--- src/sv/hhq_pkg.sv ---
// hhq_pkg: widths, codes, reset values and shared types of the heightfield height query.
// No dependencies; every other file of the block imports it.
package hhq_pkg;

  localparam int GRID_SIDE_DEF = 128;

  localparam int COORD_W    = 32;
  localparam int INDEX_W    = 7;
  localparam int LEVEL_W    = 8;
  localparam int INV_W      = 32;
  localparam int DEPTH_W    = 24;
  localparam int HEIGHT_W   = 32;
  localparam int FRAC_W     = 17;
  localparam int CFG_IDX_W  = 2;
  localparam int CFG_DATA_W = 32;

  localparam int NUM_BANKS   = 4;
  localparam int QUEUE_DEPTH = 8;

  localparam logic [FRAC_W-1:0]         FRAC_ONE        = 17'h10000;
  localparam logic signed [COORD_W-1:0] OFFSET_RST      = 32'sd0;
  localparam logic [INV_W-1:0]          INV_CELL_RST    = 32'd65536;
  localparam logic [DEPTH_W-1:0]        DEPTH_SCALE_RST = 24'd65536;

  typedef logic [LEVEL_W-1:0] level_t;

  typedef enum logic {
    OP_WRITE = 1'b0,
    OP_QUERY = 1'b1
  } op_t;

  typedef enum logic [CFG_IDX_W-1:0] {
    CFG_OFFSET_X    = 2'd0,
    CFG_OFFSET_Z    = 2'd1,
    CFG_INV_CELL    = 2'd2,
    CFG_DEPTH_SCALE = 2'd3
  } cfg_idx_t;

  typedef struct packed {
    logic [FRAC_W-1:0] frac;
    logic              oob;
  } axis_res_t;

  typedef struct packed {
    logic              valid;
    logic              oob;
    logic [FRAC_W-1:0] fx;
    logic [FRAC_W-1:0] fz;
    logic              cx0;
    logic              cz0;
  } tri_info_t;

  typedef struct packed {
    logic [HEIGHT_W-1:0] terrain_height;
    logic                out_of_range;
  } out_word_t;

endpackage

--- src/sv/hhq_axis.sv ---
// hhq_axis: one axis of the query: origin subtract, magnitude, scale by cells per unit,
// then split into a clamped cell index and fraction. Depends on hhq_pkg.
module hhq_axis import hhq_pkg::*; #(
  parameter int GRID_SIDE = GRID_SIDE_DEF,
  localparam int CELL_W = $clog2(GRID_SIDE)
) (
  input  logic                      clk,
  input  logic signed [COORD_W-1:0] world_i,
  input  logic signed [COORD_W-1:0] offset_i,
  input  logic [INV_W-1:0]          inv_i,
  output logic [CELL_W-1:0]         cell_o,
  output axis_res_t                 res_o
);

  logic signed [COORD_W:0]     t_r, t_nxt;
  logic [COORD_W-1:0]          mag_r, mag_nxt;
  logic                        neg2_r, neg2_nxt;
  logic [COORD_W+INV_W-1:0]    prod_r, prod_nxt;
  logic                        neg3_r, neg3_nxt;
  logic [COORD_W-1:0]          whole;
  logic                        lo_oob, hi_oob;

  assign t_nxt    = {world_i[COORD_W-1], world_i} - {offset_i[COORD_W-1], offset_i};
  assign neg2_nxt = t_r[COORD_W];
  assign mag_nxt  = t_r[COORD_W] ? COORD_W'(-t_r) : t_r[COORD_W-1:0];
  assign prod_nxt = mag_r * inv_i;
  assign neg3_nxt = neg2_r;

  always_ff @(posedge clk) begin
    t_r    <= t_nxt;
    mag_r  <= mag_nxt;
    neg2_r <= neg2_nxt;
    prod_r <= prod_nxt;
    neg3_r <= neg3_nxt;
  end

  // negative offsets stay in the grid only when the product is exactly zero
  assign whole  = prod_r[COORD_W+INV_W-1:INV_W];
  assign lo_oob = neg3_r && (prod_r != '0);
  assign hi_oob = !neg3_r && (whole > COORD_W'(GRID_SIDE - 2));

  always_comb begin
    priority if (hi_oob) begin
      cell_o     = CELL_W'(GRID_SIDE - 2);
      res_o.frac = FRAC_ONE;
    end else if (lo_oob) begin
      cell_o     = '0;
      res_o.frac = '0;
    end else begin
      cell_o     = whole[CELL_W-1:0];
      res_o.frac = {1'b0, prod_r[INV_W-1:INV_W-FRAC_W+1]};
    end
    res_o.oob = lo_oob || hi_oob;
  end

endmodule

--- config.mk ---
export PLATFORM = sky130hd
export DESIGN_NAME = hhq_axis
export DESIGN_NICKNAME = d
export VERILOG_FILES = /design/src/sv/hhq_pkg.sv /design/src/sv/hhq_axis.sv
export SDC_FILE = /design/constraint.sdc
export NUM_CORES = 2
export LEC_CHECK = 0
export ABC_AREA = 0
export BUFFER_PORTS_ARGS = -buffer_cell sky130_fd_sc_hd__buf_2
export CAP_MARGIN = 20
export CORE_AREA = 2 2 362 220
export CTS_BUF_LIST = sky130_fd_sc_hd__clkbuf_4 sky130_fd_sc_hd__clkbuf_8
export CTS_CLUSTER_SIZE = 30
export DETAILED_ROUTE_END_ITERATION = 10
export DIE_AREA = 0 0 364 222
export HOLD_SLACK_MARGIN = 0.02
export MAX_ROUTING_LAYER = met4
export PLACE_DENSITY = 0.66
export SETUP_SLACK_MARGIN = 0.3
export SYNTH_ARGS = -nofsm -noshare
export SYNTH_HDL_FRONTEND = slang
export SYNTH_SLANG_ARGS = --single-unit
--- constraint.sdc ---
create_clock -name clk -period 10.6 [get_ports clk]
set_clock_uncertainty 0.05 [all_clocks]
set_input_delay 0.53 -clock clk [delete_from_list [all_inputs] [get_ports clk]]
set_output_delay 0.53 -clock clk [all_outputs]
set_load 0.005 [all_outputs]
# [Word level (Yosys, flattened, before mapping)]
# Cells that the tools add are included.
# Widths: inputs -> output; s select.
[totals] register_bits=131 inputBits=97 output_inout_bits=25
[op_classes] magnitude_cmp=1 mux=5 mul=1 n_reduce_logical=5 addsub=2
[ops] cell="$mul 32x32->64" count=1
[ops] cell="$reduce_bool 64->1" count=1
[ops] cell="$sub 32x32->33" count=1
[ops] cell="$gt 32x7->1 const B" count=1
[ops] cell="$mux 32" count=1
[ops] cell="$neg 32->32" count=1
[ops] cell="$mux 17" count=1
[ops] cell="$mux 16" count=1
[ops] cell="$mux 7" count=2
[ops] cell="$logic_and 1x1->1" count=2
[ops] cell="$logic_not 1->1" count=1
[ops] cell="$logic_or 1x1->1" count=1

# [Depth between registers and ports, before layout]
[depth] depth_word=4 mapped_depth=28

# [Worst setup path after synthesis]
# OpenSTA, ideal clock, no wires.
[synth_path] path_type="input to register" startpoint="input port inv_i[2]" endpoint="register prod_r[56]" path_buffers=2 arrival_time_ns=7.575 cell_stages=26 setup_time_ns=0.072 required_time_ns=10.478 path_slack_ns=2.903 cell_sequence="clkbuf_1 > and2_1 > fa_1 > inv_1 > fa_1 > fa_1 > fa_1 > inv_1 > fa_1 > inv_1 > fa_1 > inv_1 > fa_1 > fa_1 > ha_1 > clkbuf_1 > nand4_1 > nor3_1 > nand3_1 > o211ai_1 > nand2_1 > o41ai_1 > a31oi_1 > o31a_1 > o21ai_0 > xor2_1"
[synth_via] elab_chain_len=1
[synth_rtl] element="from (decl)" line="hhq_axis.sv:10" source="input logic [INV_W-1:0] inv_i,"
[synth_rtl] element="$mul 32x32->64" line="hhq_axis.sv:26" source="assign prod_nxt = mag_r * inv_i;"
[synth_rtl] element="named net prod_nxt[56]" line="hhq_axis.sv:18" source="logic [COORD_W+INV_W-1:0] prod_r, prod_nxt;"
[synth_rtl] element="to (signal assigned)" line="hhq_axis.sv:33" source="prod_r <= prod_nxt;"
[synth_rtl] element="to (decl)" line="hhq_axis.sv:18"
# The timed path passes the listed nets, and every way through them passes these cells.

# [Worst setup path in the final report]
[layout_path] startpoint="register mag_r[8]" endpoint="register prod_r[49]"
[layout_via] elab_chain_len=1
[layout_rtl] element="from (decl)" line="hhq_axis.sv:16" source="logic [COORD_W-1:0] mag_r, mag_nxt;"
[layout_rtl] element="from (signal assigned)" line="hhq_axis.sv:31" source="mag_r <= mag_nxt;"
[layout_rtl] element="$mul 32x32->64" line="hhq_axis.sv:26"
[layout_rtl] element="named net prod_nxt[49]" line="hhq_axis.sv:18"
# The timed path passes the listed nets, and every way through them passes these cells.

==> run_results.csv <==
group,metric,value,unit
run_status,outcome,"finished clean",
min_path,holdPathStages,0,
flow_run,cap_violations,0,
placed_design,dp_hpwl,88.82,mm
detailed_routing,wirelength,109.3,mm
sta,setup_violations,0,
logic_synthesis,yosysWarnings,0,
clock_network,post_cts_resized,0,
die,row_count,79,
detailed_routing,ant_nets,0,
critical_path,cp-start-kind,"flip-flop",
logic_synthesis,seq_area_frac_synth,6.816,%
global_routing,grt_max_degree,34,
logic_synthesis,async_flop_share,0,%
logic_synthesis,yosysTopAreaCellShare,46.67,%
logic_synthesis,syn_inst,4212,
clock_network,postCtsHoldBufs,0,
cells_and_area,final_common_cell,"inv_1",
cells_and_area,mostFrequentLayoutCells,"inv_1 (899), fa_1 (897), and2_1 (634)",
clock_network,clkSlewWorstSetupHoldPaths,0.09,ns
global_routing,grt.total_usage,29.18,%
logic_synthesis,synthTopCellsByArea,"fa_1 (47%), and2_1 (10%), ha_1 (9.6%)",
critical_path,crit_arrival,9.17,ns
sta,grt_setup_unrepaired,"no",
clock_network,tritoncts,"yes",
critical_path,path_class,"reg -> reg",
logic_synthesis,yosysUniqueCellTypes,57,
die,start_util,49.84,%
die,dieArea,80810,µm²
placed_design,place_congestion,0.9353,
cells_and_area,syn_to_final_growth,4.777,%
sta,hold_viol,0,
sta,post-route-min-period,8.868,ns
detailed_routing,drc,0,
logic_synthesis,syn_avg_cell_area,9.134,µm²
cells_and_area,fin_nets,5453,
logic_synthesis,synth-edff-count,0,
sta,tns,0,ns
clock_network,cts_setup_buffers,0,
global_routing,first_global_vias,28879,
clock_network,cts_buffers,17,
detailed_routing,drtIter0Drc,2472,
sta,fin_crit_sh,83.66,%
clock_network,clockBufferDepth,2,
logic_synthesis,synth-seq-cells,131,
global_routing,grt_pass1_wl,173.9,mm
clock_network,clockRootBuffer,"clkbuf_8",
clock_network,htreeDepth,4,
placed_design,io_buffers,121,
sta,drv_slew,0,
logic_synthesis,mappedNetlistNets,5502,
cells_and_area,diodes,0,
logic_synthesis,yosysTopAreaCell,"fa_1",
detailed_routing,vias,28040,
cells_and_area,drive_gt1_share,4.957,%
critical_path,crit_fanout,18,
min_path,min_path_type,"reg -> reg",
clock_network,cts.sinks,131,
logic_synthesis,synth_ff_type,"dfxtp_1",
sta,max_slew_margin,23.96,%
critical_path,worstSetupEndpointType,"flip-flop",
die,core_area,77200,µm²
global_routing,antenna_found_initial,2,
detailed_routing,detail_route.wl_per_cell,20.91,µm
critical_path,cp.required,10.90,ns
global_routing,overflow,0,
clock_network,insertion_delay,0.47,ns
die,io_pins,122,
detailed_routing,drtPass1Iterations,5,
die,die_w,364,µm
die,die_h,222,µm
sta,max_freq,112.8,MHz
detailed_routing,vias_per_cell,5.362,
sta,tightest_slew,1.139,ns
critical_path,reg2reg_depth,24,
logic_synthesis,syn-cell-area,38470,µm²
-- per-stage QoR --
stage	std cells	util (%)	cell area [µm²]	setup slack [ns]	hold slack, ns
6_report	5229	52.22	40310	1.732	0.2788
3_5_place_dp	5195	51.58	39820	1.912	0.2621
3_3_place_gp	5195	51.58	39820	1.887	0.2601
5_1_grt	5229	52.22	40310	1.330	0.2856
2_1_floorplan	4212	-	38470	2.903	0.2596
4_1_cts	5227	52.17	40270	1.851	0.2786
-- per-layer routing --
layer | track usage (%) | part of all wire (%)
met5 | - | 0
met1 | 44.69 | 47
met4 | 3.761 | 0.97
met2 | 35.59 | 37
met3 | 12.54 | 15
-- worst max-delay path: stages (launching register included) --
cell	delay, ns
dfxtp_1	0.94
buf_4	0.40
nand2_1	0.12
fa_1	0.42
inv_1	0.07
fa_1	0.43
fa_1	0.53
inv_1	0.05
fa_1	0.48
inv_1	0.05
fa_1	0.50
inv_1	0.06
fa_1	0.54
inv_1	0.05
fa_1	0.50
fa_1	0.49
ha_1	0.50
nand2_1	0.14
o21ai_0	0.43
o211a_1	0.38
o21ai_0	0.23
a211oi_1	0.59
o21ai_0	0.24
and2_1	0.23
a311oi_1	0.31
-- registers in the layout (all words and copies together), names as in the netlist --
register / flops
neg3_r: 1
mag_r: 32
prod_r: 64
t_r: 33
neg2_r: 1
-- cell families after synthesis --
kind of cell	Yosys count	share of synthesized area (%)
mux	2	0.05528
xor+xnor	115	2.618
compound gates	315	5.190
buf+inv	1125	10.99
flops	131	6.816
fa+ha+maj	1193	56.30
simple gates	1331	18.04
-- path summary, 6_finish.rpt --
| check | slack (ns) | end | start |
|---|---|---|---|
| worst max-delay path | 1.73 | prod_r[49]$_DFF_P_ | mag_r[8]$_DFF_P_ |
| worst min-delay path | 0.28 | neg3_r$_DFF_P_ | neg2_r$_DFF_P_ |
| worst max register to register | 1.73 | prod_r[49]$_DFF_P_ | mag_r[8]$_DFF_P_ |
| worst min register to register | 0.28 | neg3_r$_DFF_P_ | neg2_r$_DFF_P_ |
-- synthesized netlist by cell type (34+ instances only) --
master    number
a21o_1        48
a21oi_1       93
and2_1       634
clkbuf_1     223
dfxtp_1      131
fa_1         897
ha_1         296
inv_1        899
nand2_1      487
nor2_1        72
o21ai_0       73
xnor2_1       81
xor2_1        34
-- cell type report --
type,instances,area [µm²]
clock buffer,19,249.0
fill,7171,36890
clock inverter,13,207.7
tap,1053,1318
inverter,899,3374
multi-input combinational,2956,31630
timing repair buffer,158,908.4
sequential,131,2630
Power is not shown: default switching activity piles up to over one toggle a cycle in this logic, so the estimate is an artifact.
