--- src/sv/hhq_pkg.sv ---
// hhq_pkg: widths, codes, reset values and shared types of the heightfield height query.
// No dependencies; every other file of the block imports it.
package hhq_pkg;

  localparam int GRID_SIDE_DEF = 128;

  localparam int COORD_W    = 32;
  localparam int INDEX_W    = 7;
  localparam int LEVEL_W    = 8;
  localparam int INV_W      = 32;
  localparam int DEPTH_W    = 24;
  localparam int HEIGHT_W   = 32;
  localparam int FRAC_W     = 17;
  localparam int CFG_IDX_W  = 2;
  localparam int CFG_DATA_W = 32;

  localparam int NUM_BANKS   = 4;
  localparam int QUEUE_DEPTH = 8;

  localparam logic [FRAC_W-1:0]         FRAC_ONE        = 17'h10000;
  localparam logic signed [COORD_W-1:0] OFFSET_RST      = 32'sd0;
  localparam logic [INV_W-1:0]          INV_CELL_RST    = 32'd65536;
  localparam logic [DEPTH_W-1:0]        DEPTH_SCALE_RST = 24'd65536;

  typedef logic [LEVEL_W-1:0] level_t;

  typedef enum logic {
    OP_WRITE = 1'b0,
    OP_QUERY = 1'b1
  } op_t;

  typedef enum logic [CFG_IDX_W-1:0] {
    CFG_OFFSET_X    = 2'd0,
    CFG_OFFSET_Z    = 2'd1,
    CFG_INV_CELL    = 2'd2,
    CFG_DEPTH_SCALE = 2'd3
  } cfg_idx_t;

  typedef struct packed {
    logic [FRAC_W-1:0] frac;
    logic              oob;
  } axis_res_t;

  typedef struct packed {
    logic              valid;
    logic              oob;
    logic [FRAC_W-1:0] fx;
    logic [FRAC_W-1:0] fz;
    logic              cx0;
    logic              cz0;
  } tri_info_t;

  typedef struct packed {
    logic [HEIGHT_W-1:0] terrain_height;
    logic                out_of_range;
  } out_word_t;

endpackage

--- src/sv/hhq_interp.sv ---
// hhq_interp: triangle choice and plane interpolation of the corner samples, then
// scaling by depth. Two register stages. Depends on hhq_pkg.
module hhq_interp import hhq_pkg::*; (
  input  logic               clk,
  input  logic               rst_n,
  input  tri_info_t          info_i,
  input  level_t             rdata_i [NUM_BANKS],
  input  logic [DEPTH_W-1:0] depth_i,
  output logic               word_valid_o,
  output out_word_t          word_o
);

  localparam int SUM_W = LEVEL_W + FRAC_W + 3;
  localparam int S_W   = LEVEL_W + FRAC_W - 1;

  level_t                    h00, h10, h01, h11;
  logic                      upper;
  logic [FRAC_W-1:0]         wa, wb;
  logic signed [LEVEL_W+1:0] d1, d2;
  logic signed [SUM_W-1:0]   m1, m2, sum;

  logic                      s_valid_r, s_valid_nxt;
  logic                      s_oob_r, s_oob_nxt;
  logic [S_W-1:0]            s_r, s_nxt;
  logic [S_W+DEPTH_W-1:0]    scaled;
  logic                      word_valid_r, word_valid_nxt;
  out_word_t                 word_r, word_nxt;

  assign h00 = rdata_i[{info_i.cx0, info_i.cz0}];
  assign h10 = rdata_i[{~info_i.cx0, info_i.cz0}];
  assign h01 = rdata_i[{info_i.cx0, ~info_i.cz0}];
  assign h11 = rdata_i[{~info_i.cx0, ~info_i.cz0}];

  assign upper = info_i.fz > info_i.fx;
  assign wa    = upper ? info_i.fz : info_i.fx;
  assign wb    = upper ? info_i.fx : info_i.fz;
  assign d1    = upper ? ($signed({2'b00, h01}) - $signed({2'b00, h00}))
                       : ($signed({2'b00, h10}) - $signed({2'b00, h00}));
  assign d2    = upper ? ($signed({2'b00, h11}) - $signed({2'b00, h01}))
                       : ($signed({2'b00, h11}) - $signed({2'b00, h10}));
  assign m1    = $signed({1'b0, wa}) * d1;
  assign m2    = $signed({1'b0, wb}) * d2;
  assign sum   = $signed({4'b0000, h00, 16'h0000}) + m1 + m2;

  assign s_valid_nxt = info_i.valid;
  assign s_oob_nxt   = info_i.oob;
  assign s_nxt       = sum[SUM_W-1] ? '0 : sum[S_W-1:0];

  assign scaled                  = s_r * depth_i;
  assign word_valid_nxt          = s_valid_r;
  assign word_nxt.terrain_height = scaled[S_W+DEPTH_W-1:FRAC_W-1];
  assign word_nxt.out_of_range   = s_oob_r;

  always_ff @(posedge clk) begin
    if (!rst_n) begin
      s_valid_r    <= 1'b0;
      word_valid_r <= 1'b0;
    end else begin
      s_valid_r    <= s_valid_nxt;
      word_valid_r <= word_valid_nxt;
    end
    s_oob_r <= s_oob_nxt;
    s_r     <= s_nxt;
    word_r  <= word_nxt;
  end

  assign word_valid_o = word_valid_r;
  assign word_o       = word_r;

endmodule

--- config.mk ---
export PLATFORM = sky130hd
export DESIGN_NAME = hhq_interp
export DESIGN_NICKNAME = d
export VERILOG_FILES = /design/src/sv/hhq_pkg.sv /design/src/sv/hhq_interp.sv
export SDC_FILE = /design/constraint.sdc
export NUM_CORES = 2
export LEC_CHECK = 0
export BUFFER_PORTS_ARGS = -buffer_cell sky130_fd_sc_hd__buf_2
export CAP_MARGIN = 25
export CELL_PAD_IN_SITES_DETAIL_PLACEMENT = 1
export CELL_PAD_IN_SITES_GLOBAL_PLACEMENT = 2
export CORE_MARGIN = 2
export CORE_UTILIZATION = 39
export DETAILED_ROUTE_END_ITERATION = 10
export HOLD_SLACK_MARGIN = 0.12
export PLACE_DENSITY = 0.9
export SLEW_MARGIN = 20
export SYNTH_ARGS = -nofsm -noshare
export SYNTH_HDL_FRONTEND = slang
export SYNTH_SLANG_ARGS = --single-unit
export TNS_END_PERCENT = 50
--- constraint.sdc ---
create_clock -name clk -period 16.28 [get_ports clk]
set_clock_uncertainty 0.15 [all_clocks]
set_input_delay 0 -clock clk [delete_from_list [all_inputs] [get_ports clk]]
set_output_delay 0 -clock clk [all_outputs]
set_load 0.01 [all_outputs]
# Word-level counts from Yosys, hierarchy flattened

Index checks and enable logic that the tools add are counted.

Register bits after elaboration: 60
Word-level logic and storage cells: 42

$add $sub $neg: 6
$mul: 3
Magnitude comparators: 5
Multiplexer cells: 16
Bitwise operators: 6

Operators with widths:

| kind                                                      | number |
|---|---|
| binary-select mux 8 bit (select 2 bit)                    | 4 |
| two-way mux 8 bit                                         | 8 |
| multiplier 18 x 10 -> 28 bit                              | 2 |
| multiplier 24 x 24 -> 48 bit                              | 1 |
| subtractor 8 x 8 -> 9 bit                                 | 4 |
| two-way mux 17 bit                                        | 2 |
| adder 25 x 28 -> 28 bit                                   | 1 |
| adder 28 bit                                              | 1 |
| two-way mux 10 bit                                        | 2 |
| greater-than comparator 17 bit                            | 1 |
| greater-or-equal comparator 3 bit (second input constant) | 4 |
| NOT 2 -> 3 bit                                            | 4 |
| NOT 1 bit                                                 | 2 |

# Logic depth before layout (Yosys ltp)

Depth in word-level cells: 10
Gate-level depth with buffers: 47
Mapped depth without buffers: 42

# Least setup slack after synthesis

No wires, ideal clock.

Path kind: input-to-reg
Start point: input port info_i[31] in the netlist's numbering
End point: register s_r[12]
Library setup time: 121 ps
Data arrival time: 9797 ps
Path slack: 6212 ps
Stages: 46
Path through: inv_1 -> ha_1 -> nand4_1 -> nor3_2 -> a21oi_1 -> a21boi_1 -> clkbuf_1 -> clkbuf_1 -> buf_1 -> o21ai_0 -> ha_1 -> fa_1 -> inv_1 -> a21oi_1 -> nor2b_1 -> a211oi_2 -> o22ai_2 -> a21oi_1 -> [... 10 more ...] -> fa_1 -> fa_1 -> fa_1 -> inv_1 -> fa_1 -> inv_1 -> ha_1 -> nor2_1 -> nand2_1 -> o21ai_0 -> a311oi_1 -> o31a_1 -> o2111ai_1 -> o21ai_0 -> a21oi_1 -> xor2_1 -> buf_2 -> nor3_1

Word-level cells in the longest chain between the ends: 5

Ends and longest elaborated chain:

| what                                                            | RTL line                           | text |
|---|---|---|
| start, declared                                                 | hhq_interp.sv:6                    | `input tri_info_t info_i,` |
| greater-than comparator 17 bit                                  | hhq_interp.sv:34                   | `assign upper = info_i.fz > info_i.fx;` |
| two-way mux 17 bit / two-way mux 10 bit (equally long branches) | hhq_interp.sv:35, hhq_interp.sv:37 |  |
| multiplier 18 x 10 -> 28 bit                                    | hhq_interp.sv:41                   | `assign m1 = $signed({1'b0, wa}) * d1;` |
| adder 25 x 28 -> 28 bit                                         | hhq_interp.sv:43                   | `assign sum = $signed({4'b0000, h00, 16'h0000}) + m1 + m2;` |
| adder 28 bit *                                                  | hhq_interp.sv:43                   |  |
| end signal, assigned                                            | hhq_interp.sv:63                   | `s_r <= s_nxt;` |
| end, declared                                                   | hhq_interp.sv:24                   | `logic [S_W-1:0] s_r, s_nxt;` |

Mark *: on every way between the ends. The rest lies on a longest branch, timed or not.
A chain may end at the register's enable or synchronous reset.

# Final worst setup path

Start point: input port info_i[35] in the netlist's numbering
End point: register s_r[12]

The elaborated chain is that of the path after synthesis.

==> flow_summary_export.csv <==
group,metric,value,unit
grt,grt_use_met3,0.0260,
grt,busiest_layer,"met2",
synth,synth_top_family_by_area,"adder cells",
clocking,cts-buffers-inserted,9,
placed_design,dp_hpwl,78700,um
synth,yosysUniqueCellTypes,68,
route,drc_errors,0,
finish,drive_above_1_share,0.0697,
synth,synth_common_cells,"906 x inv_1, 780 x fa_1, 571 x nand2_1",
clocking,clock_path_buffers,2,
grt,grt_usage,0.232,
synth,muxShareOfSynthArea,0.0260,
sta,slew_violations,0,
synth,yosys_warnings,0,
floorplanning,dieArea,86600,sq um
placed_design,dp_cells,4800,
sta,hold_viol,0,
critical_path,required,16.37,ns
finish,instances_no_fill,4828,
grt,grtUsageMet1,0.277,
sta,post-route-min-period,10.77,ns
route,dr.pass1.iters,5,
clocking,cts_root_buffer,"clkbuf_16",
run_status,status,"complete, no violations",
critical_path,max_stage_delay,0.59,ns
sta,min_period_over_period,0.661,
critical_path,cp-start-kind,"primary input",
route,wire_per_inst,19.7,um
sta,setup_tns,0,ns
synth,avgSynthCellArea,8.91,sq um
clocking,postCtsHoldBufs,5,
clocking,postCtsSetupBuffers,0,
synth,syn-cell-area,32800,sq um
sta,rsz0062_at_grt,"false",
synth,ys_ff_latch,60,
placed_design,port_buffers,129,
run,cap_violations,0,
route,ant_nets,0,
grt,grt_max_degree,67,
floorplanning,io_pins,130,
critical_path,worstPathArrival,10.86,ns
floorplanning,die-width,294,um
floorplanning,fp.dieH,294,um
critical_path,worst_setup_path_end_kind,"register",
synth,synth.most_common_cell,"inv_1",
synth,synthArstFlopShare,0,
sta,slew_headroom,0.256,
route,vias,24700,
finish,area_growth,6.93,%
worst_hold_path,hold_path.class,"register to register",
critical_path,slowest_stage,"buf_4",
synth,yosysTopAreaCellShare,0.475,
sta,clock.fmax,0.0929,GHz
finish,seqCellArea,1200,sq um
synth,netlist_instances,3687,
synth,netlist.top_cell.by_area,"fa_1",
floorplanning,rows,106,
synth,synth_xor_area_frac,0.0192,
synth,synth_compound_area_frac,0.0438,
finish,fin_util,0.420,
grt,antenna_found_initial,2,
finish,multiInputGateArea,27700,sq um
synth,synth-edff-count,0,
synth,synth.net_count,4893,
floorplanning,core,83600,sq um
clocking,h-tree-depth,3,
route,wirelength,95100,um
synth,synthAdderAreaFrac,0.601,
clocking,cts.repair.resized,0,
clocking,cts_tree,"yes",
route,drt_iter0_markers,1014,
sta,setup_viol,0,
synth,synth.area.top_cells,"fa_1 48%, ha_1 13%, inv_1 10%",
route,vias_per_cell,5.11,
finish,fillers,9864,
grt,first_global_vias,28800,
clocking,cts_sinks,60,
synth,ys_seq_area_frac,0.0366,
critical_path,cpMostUsedCell,"fa_1",
grt,met2_usage,0.427,
sta,tightest_slew,1.09,ns
placed_design,place.gp.congestion,0.860,
synth,synth_simple_gate_area_share,0.153,
floorplanning,initial_core_util,0.393,
synth,synth_ff_type,"dfxtp_1",
critical_path,worstSetupPathType,"primary input to register",
clocking,clk-insertion-delay-late,0.39,ns
clocking,path_clk_slew,0.06,ns
grt,overflow,0,
finish,final_net_count,4948,
grt,grt_first_pass_wirelength,155000,um
critical_path,critPathMaxFanout,66,
-- path summary, 6_finish.rpt --
kind / from / endpoint / slack [ns] / depth (start not counted)
max: info_i[35] / s_r[12]$_SDFF_PP0_ / 5.51 / 41
min: s_oob_r$_DFF_P_ / word_o[0]$_DFF_P_ / 0.18 / 0
max reg2reg: s_r[6]$_SDFF_PP0_ / word_o[23]$_DFF_P_ / 8.43 / 21
min reg2reg: s_oob_r$_DFF_P_ / word_o[0]$_DFF_P_ / 0.18 / 0
-- kinds of logic after synthesis --
group / after synthesis
adders and majority gates: 1111
xor gates and xnor gates: 71
muxes: 67
buffers and inverters: 1046
and+or+nand+nor: 1112
DFF: 60
AOI/OAI and AO/OA: 220
-- worst max-delay path: cells and delay by family --
kind	cells	cell delay [ns]
fa+ha+maj	11	5.11
compound gates	13	2.58
buf+inv	9	1.41
simple gates	7	1.13
xor+xnor	1	0.56
-- sequential cells by signal, indices dropped and copies added, names as in the netlist --
signal / cells
word_o: 33
s_oob_r: 1
s_r: 24
word_valid_o: 1
s_valid_r: 1
-- cell type report --
type / count / share of cell area
sequential: 60 / 0.0342
inverter: 906 / 0.0968
clock inverter: 6 / 0.00253
tap: 1080 / 0.0385
clock buffer: 10 / 0.00652
timing repair buffer: 184 / 0.0315
multi-input combinational: 2581 / 0.790
antenna: 1 / 0.0000712
-- stage by stage --
stage	hold slack, ns	setup slack [ns]	instance area [sq um]
finish	0.183	5.51	35100
global route	0.193	4.59	35100
CTS	0.187	5.26	35100
detailed placement	-0.0450	4.89	34700
global placement	-0.0458	5.27	34600
floorplan	-0.122	6.21	32800
-- layout by cell type, fill, tap and decap left out, types with 10 or more instances in the layout --
master	netlist	final
ha_1	330	330
a21oi_1	65	64
buf_2	9	129
dfxtp_1	60	60
nand2b_1	43	43
a21o_1	30	30
nor2_2	10	10
mux2i_1	29	29
nand2_1	571	571
nor2_1	195	195
nand3_1	11	11
nor3_1	12	12
mux2_2	26	26
o21ai_0	51	51
mux4_2	12	12
a211oi_1	11	11
and2_1	216	216
inv_1	906	906
xnor2_1	37	36
nor2b_1	28	28
fa_1	780	780
xor2_1	33	32
buf_4	1	40
-- layer usage --
layer / routed length (um) / share of wire
met1: 38200 / 0.40
met2: 49500 / 0.52
met3: 3710 / 0.039
met4: 3620 / 0.038
met5: 13 / 0.00014
Power is not shown: default switching activity piles up to over one toggle a cycle in this logic, so the estimate is an artifact.
