### config.mk
export PLATFORM = sky130hd
export DESIGN_NAME = hhq_outq_flat
export DESIGN_NICKNAME = d
export VERILOG_FILES = /design/src/sv/hhq_pkg.sv /design/src/sv/hhq_if.sv /design/src/sv/hhq_outq.sv /design/src/flat_wrapper.sv
export SDC_FILE = /design/constraint.sdc
export NUM_CORES = 1
export LEC_CHECK = 0
export ABC_AREA = 1
export BUFFER_PORTS_ARGS = -buffer_cell sky130_fd_sc_hd__buf_2
export CAP_MARGIN = 5
export CORE_ASPECT_RATIO = 1.4
export CORE_MARGIN = 1
export CORE_UTILIZATION = 50
export CTS_BUF_LIST = sky130_fd_sc_hd__clkbuf_8 sky130_fd_sc_hd__clkbuf_16
export DETAILED_ROUTE_END_ITERATION = 10
export PLACE_DENSITY_LB_ADDON = 0.05
export SETUP_SLACK_MARGIN = 0.15
export SYNTH_ARGS = -nofsm -noshare
export SYNTH_HDL_FRONTEND = slang
export SYNTH_SLANG_ARGS = --single-unit
### constraint.sdc
create_clock -name clk -period 5.75 [get_ports clk]
set_input_delay 1.15 -clock clk [delete_from_list [all_inputs] [get_ports clk]]
set_output_delay 1.15 -clock clk [all_outputs]
set_load 0.05 [all_outputs]
### src/sv/hhq_pkg.sv
// hhq_pkg: widths, codes, reset values and shared types of the heightfield height query.
// No dependencies; every other file of the block imports it.
package hhq_pkg;

  localparam int GRID_SIDE_DEF = 128;

  localparam int COORD_W    = 32;
  localparam int INDEX_W    = 7;
  localparam int LEVEL_W    = 8;
  localparam int INV_W      = 32;
  localparam int DEPTH_W    = 24;
  localparam int HEIGHT_W   = 32;
  localparam int FRAC_W     = 17;
  localparam int CFG_IDX_W  = 2;
  localparam int CFG_DATA_W = 32;

  localparam int NUM_BANKS   = 4;
  localparam int QUEUE_DEPTH = 8;

  localparam logic [FRAC_W-1:0]         FRAC_ONE        = 17'h10000;
  localparam logic signed [COORD_W-1:0] OFFSET_RST      = 32'sd0;
  localparam logic [INV_W-1:0]          INV_CELL_RST    = 32'd65536;
  localparam logic [DEPTH_W-1:0]        DEPTH_SCALE_RST = 24'd65536;

  typedef logic [LEVEL_W-1:0] level_t;

  typedef enum logic {
    OP_WRITE = 1'b0,
    OP_QUERY = 1'b1
  } op_t;

  typedef enum logic [CFG_IDX_W-1:0] {
    CFG_OFFSET_X    = 2'd0,
    CFG_OFFSET_Z    = 2'd1,
    CFG_INV_CELL    = 2'd2,
    CFG_DEPTH_SCALE = 2'd3
  } cfg_idx_t;

  typedef struct packed {
    logic [FRAC_W-1:0] frac;
    logic              oob;
  } axis_res_t;

  typedef struct packed {
    logic              valid;
    logic              oob;
    logic [FRAC_W-1:0] fx;
    logic [FRAC_W-1:0] fz;
    logic              cx0;
    logic              cz0;
  } tri_info_t;

  typedef struct packed {
    logic [HEIGHT_W-1:0] terrain_height;
    logic                out_of_range;
  } out_word_t;

endpackage

### src/sv/hhq_if.sv


interface hhq_out_if import hhq_pkg::*; ();
  logic                valid;
  logic                ready;
  logic [HEIGHT_W-1:0] terrain_height;
  logic                out_of_range;

  modport source (output valid, terrain_height, out_of_range, input ready);
  modport sink   (input valid, terrain_height, out_of_range, output ready);
endinterface

### src/sv/hhq_outq.sv
// hhq_outq: result queue in front of the output channel, with a credit count of
// queries in flight that gates input acceptance. Depends on hhq_pkg and hhq_if.
module hhq_outq import hhq_pkg::*; (
  input  logic      clk,
  input  logic      rst_n,
  input  logic      take_i,
  input  logic      push_i,
  input  out_word_t word_i,
  output logic      room_o,
  hhq_out_if.source out_ch
);

  localparam int PTR_W = $clog2(QUEUE_DEPTH);
  localparam int CNT_W = $clog2(QUEUE_DEPTH + 1);

  out_word_t        q_r [QUEUE_DEPTH];
  out_word_t        q_nxt [QUEUE_DEPTH];
  logic [PTR_W:0]   wr_ptr_r, wr_ptr_nxt;
  logic [PTR_W:0]   rd_ptr_r, rd_ptr_nxt;
  logic [CNT_W-1:0] credit_r, credit_nxt;
  logic             pop;

  assign out_ch.valid          = wr_ptr_r != rd_ptr_r;
  assign out_ch.terrain_height = q_r[rd_ptr_r[PTR_W-1:0]].terrain_height;
  assign out_ch.out_of_range   = q_r[rd_ptr_r[PTR_W-1:0]].out_of_range;
  assign pop                   = out_ch.valid && out_ch.ready;
  assign room_o                = credit_r < CNT_W'(QUEUE_DEPTH);

  always_comb begin
    q_nxt = q_r;
    if (push_i) begin
      q_nxt[wr_ptr_r[PTR_W-1:0]] = word_i;
    end
    wr_ptr_nxt = wr_ptr_r + (PTR_W + 1)'(push_i);
    rd_ptr_nxt = rd_ptr_r + (PTR_W + 1)'(pop);
    unique case ({take_i, pop})
      2'b10:   credit_nxt = credit_r + 1'b1;
      2'b01:   credit_nxt = credit_r - 1'b1;
      default: credit_nxt = credit_r;
    endcase
  end

  always_ff @(posedge clk) begin
    if (!rst_n) begin
      wr_ptr_r <= '0;
      rd_ptr_r <= '0;
      credit_r <= '0;
    end else begin
      wr_ptr_r <= wr_ptr_nxt;
      rd_ptr_r <= rd_ptr_nxt;
      credit_r <= credit_nxt;
    end
    q_r <= q_nxt;
  end

endmodule

### src/flat_wrapper.sv
// flat-port wrapper written by rule: the top's interface ports become plain ports
module hhq_outq_flat import hhq_pkg::*;
  (clk, rst_n, take_i, push_i, word_i, room_o, out_ch_valid, out_ch_terrain_height, out_ch_out_of_range, out_ch_ready);
  hhq_out_if out_ch_i ();
  input  logic clk;
  input  logic rst_n;
  input  logic take_i;
  input  logic push_i;
  input  out_word_t word_i;
  output logic room_o;
  output wire logic [$bits(out_ch_i.valid)-1:0] out_ch_valid;
  output wire logic [$bits(out_ch_i.terrain_height)-1:0] out_ch_terrain_height;
  output wire logic [$bits(out_ch_i.out_of_range)-1:0] out_ch_out_of_range;
  input wire logic [$bits(out_ch_i.ready)-1:0] out_ch_ready;
  assign out_ch_valid = out_ch_i.valid;
  assign out_ch_terrain_height = out_ch_i.terrain_height;
  assign out_ch_out_of_range = out_ch_i.out_of_range;
  assign out_ch_i.ready = out_ch_ready;
  hhq_outq u_core (.clk(clk), .rst_n(rst_n), .take_i(take_i), .push_i(push_i), .word_i(word_i), .room_o(room_o), .out_ch(out_ch_i));
endmodule
# Word level (Yosys, flattened, before mapping)
# Index checks and enable logic that the tools add are counted.
# word_totals
regBits	276
out_inout_bits	35
wordCells	42
inputBits	38
# classes
magnitude_cmp	4
reduce_logical	3
bitwise	2
muxes	7
addsub	4
n_eq_ne	3
# ops
operator	n
bitwise mux 264 bit	1
binary-select mux 33 bit (select 3 bit)	1
demux 33 bit (select 3 bit)	1
two-way mux 33 bit	3
adder 4 x 1 -> 4 bit	2
greater-or-equal comparator 4 bit, second input constant	2
inverter 3 -> 4 bit	2
case mux 4 bit (2 select lines)	1
adder 4 x 1 -> 4 bit, second input constant	1
less-than comparator 4 x 1 -> 1 bit, second input constant	1
less-than comparator 4 bit, second input constant	1
!= test 4 bit	1
subtractor 4 x 1 -> 4 bit, second input constant	1
== test 2 x 1 -> 1 bit, second input constant	1
== test 2 bit, second input constant	1
logical AND 1 bit	2
nonzero test 2 bit	1

# Longest topological paths before layout
# logic_depth
depth_word	6
depth_mapped	14
mapped_depth_nobuf	12

# Least setup slack after synthesis
# OpenSTA, ideal clock, no wires.
# synth_path
path_type	input-to-reg
from	input port push_i
to	register u_core.q_r[198] (netlist name) (enable)
cell_stages	2
setup_time_ns	0.423
setup_slack_ns	2.669
arrival_time_ns	2.658
n_path_buf	0
t_required_ns	5.327
path_cell_list	nand2_1 nor2_1
# synth_lines
item	line	text
start: declaration	flat_wrapper.sv:8	input logic push_i;
end signal: assignment	hhq_outq.sv:53	q_r <= q_nxt;
end: declaration	hhq_outq.sv:16	out_word_t q_r [QUEUE_DEPTH];

# Worst setup path after layout
# layout_path
from	register u_core.rd_ptr_r[0]
to	output port out_ch_terrain_height[21]
# layout_between
elab_chain_len	4
# layout_lines
item	line	text
start: declaration	hhq_outq.sv:19	logic [PTR_W:0] rd_ptr_r, rd_ptr_nxt;
start signal: assignment	hhq_outq.sv:50	rd_ptr_r <= rd_ptr_nxt;
inverter 3 -> 4 bit (not written as such)	hhq_outq.sv:24	assign out_ch.terrain_height = q_r[rd_ptr_r[PTR_W-1:0]].terrain_height;
binary-select mux 33 bit (select 3 bit)	hhq_outq.sv:24	
two-way mux 33 bit (not written as such) (2 in series)	hhq_outq.sv:24	
end: declaration	flat_wrapper.sv:12	output wire logic [$bits(out_ch_i.terrain_height)-1:0] out_ch_terrain_height;
# Every way passes these cells. The select of a mux whose other input is x is not followed.

==> metrics.cfg <==
[critical_path]
critical_path_class=register to output pin
r2r_end=u_core.credit_r[3]
cp_data_required_time_ns=4.60
crit-reg2reg-launch=u_core.rd_ptr_r[0]
arrival_ns=2.99
cp-start-kind=register
r2r_slack_ns=2.32
end_kind=output pin
path_cells=buf_4 -> nor2_1 -> nor2_1 -> o21ai_0 -> nand2_1 -> nand2_1 -> nand2_1 -> buf_2
cpMostUsedCell=nand2_1
crit_path_max_incr_delay_ns=0.90
crit_path_start=u_core.rd_ptr_r[0]
crit_fanout=94
crit_slowest_cell=buf_4
setup.worst_path.end=out_ch_terrain_height[21]
rr_worst_depth=11

[outcome]
status=completed

[clocking]
postCtsHoldBufs=0
clk_pin_slew_ns=0.06
numClockSinks=276
clock_latency_ns=0.52
numCtsBuffers=26
cts_setup_buffers=0
cts_root_buf=clkbuf_16
h-tree-depth=1
clockBufferDepth=3
cts_resized=0
cts_tree=built

[global_routing]
antenna_found_initial=0
track_usage_pct=20.6
grt_start_max_net_pins=95
grt_overflow=0
grt_pass1_vias=6633
grt_pass1_wl_um=36300

[drt]
vias=6829
dr_wl_met2_um=11800
met3WireLength_um=976
wire_per_inst_um=17.0
drtPass1Iterations=5
drc=0
drtIter0Drc=473
drtAntennaViolNets=0
vias_per_cell=5.05
wirelength_um=23000
wl_met1_um=9860
highest_layer=met4

[yosys]
synth_nets=1021
yosysUniqueCellTypes=22
netlist_area_um2=11200
syn-instance-count=975
ys_dominant_reg_cell=edfxtp_1
yosysSeqAreaShare_pct=72.7
synth_edf_count=264
ys_seq_elements=276
synth.avg_cell_area_um2=11.5
ys_async_sr_fraction_pct=0
yosysWarnings=0

[floorplan]
die_h_um=179
die_area_um2=23100
die_w_um=129
initial_core_util_pct=51.2
coreArea_um2=21900
ios=73
rows=64

[flow_run]
cap_viol_max_count=0

[placed_design]
globalplace.congestion=0.718
port_buffers=72
pre_cts_slack_ns=2.14
place_hpwl_um=11700

[finish]
multiInputGateArea_um2=2710
drive_above_1_share_pct=12.5
n_fill_cell=1892
area_growth_pct=12.2
n_antenna_cell=0
layout.nets=1084
register_area_um2=8170

[timing]
hold_viol_final=0
finalSetupViolations=0
maxSlewHeadroom_pct=28.9
fmax_mhz=241
fin_setup_tns_ns=0
clock-skew-final_ns=0.0121
rsz0062_at_grt=no
worst_slack_ns=1.61
slew_violations=0
final.period_utilization_pct=72.0
timing.final.crit_period_ns=4.14
tightest_slew_ns=1.07

[pwr]
p_leak_nw=4.76
p_per_area_nw_per_um2=394
peakVddDrop_v=0.000242

[worst_hold_path]
whs_path_depth=2
hold_class=register to register

-- registers in the layout, indices dropped and copies added (netlist names) --
signal,flops
u_core.credit_r,4
u_core.rd_ptr_r,4
u_core.q_r,264
u_core.wr_ptr_r,4
-- power breakdown --
part,internal (mW),total [mW],switching [mW],leakage (nW)
logic,0.263,1.05,0.789,1.85
registers,2.26,2.31,0.0436,2.50
clock network,0.928,1.61,0.687,0.410
total,3.45,4.97,1.52,4.76
-- how the worst min path moves through the flow --
| stage | from | end |
|---|---|---|
| floorplan | u_core.wr_ptr_r[3] | u_core.wr_ptr_r[3] |
| global placement | u_core.wr_ptr_r[3] | u_core.wr_ptr_r[3] |
| detailed placement | u_core.wr_ptr_r[3] | u_core.wr_ptr_r[3] |
| CTS | u_core.wr_ptr_r[3] | u_core.wr_ptr_r[3] |
| global route | u_core.wr_ptr_r[3] | u_core.wr_ptr_r[3] |
| finish | u_core.wr_ptr_r[3] | u_core.wr_ptr_r[3] |
-- area by class of cell --
class,count,area share [%]
Clock buffer,27,5.36
Clock inverter,18,0.972
Inverter,21,0.655
Multi-Input combinational cell,626,21.5
Sequential cell,276,64.8
Tap cell,297,2.95
Timing Repair Buffer,87,3.75
-- layout by cell type (no fill, tap or decap), types with 7 or more instances in the layout --
master     count
buf_2         72
buf_4         15
clkbuf_16     27
clkinv_1       9
dfxtp_1        9
edfxtp_1     264
ha_1           7
inv_1         24
nand2_1      184
nor2_1       272
nor2_4         8
o21ai_0       44
o21ai_1       92
-- critical path, delay by kind of cell (launching register included) --
kind	cells	cell delay (ns)
AO/OA/AOI/OAI	1	0.08
flip-flops	1	0.67
buffers and inverters	2	1.17
AND/OR/NAND/NOR	5	0.49
-- cells in the mapped netlist (3+ instances only) --
cell	n	share of area (%)
o21ai_0	44	2.0
nor2_1	280	9.3
clkbuf_1	6	0.20
ha_1	7	0.78
inv_1	19	0.63
buf_1	8	0.27
nand2_1	184	6.1
nand3_1	4	0.18
xnor2_1	3	0.23
o21ai_1	92	4.1
buf_4	3	0.20
xor2_1	5	0.39
a21oi_1	4	0.18
buf_6	14	1.4
edfxtp_1	264	71
dfxtp_1	12	2.1
buf_2	21	0.93
-- per-stage QoR --
stage	instances	hold WS (ns)	util, %	instance area, um^2	power [mW]
3_3_place_gp	1307	0.470	53.8	11800	3.40
2_1_floorplan	975	0.450	-	11200	3.19
5_1_grt	1352	0.512	57.5	12600	5.20
4_1_cts	1352	0.482	57.5	12600	5.02
3_5_place_dp	1307	0.473	53.8	11800	3.41
6_report	1352	0.478	57.5	12600	4.97
-- logic make-up (layout without fill, tap and decap cells) --
group           Yosys count  count (layout)  synth area share (%)
compound gates          141             141                  6.30
xor+xnor                  8               8                 0.623
fa+ha+maj                 8               8                 0.957
buf+inv                  73             153                  3.73
flops                   276             276                  72.7
simple gates            469             469                  15.7
-- layer usage --
layer	global-route usage, %	vias up
li1	-	3428
met1	27.2	3242
met2	36.2	129
met3	2.65	30
met4	4.71	0
met5	0	-
(Power assumes the default switching activity.)
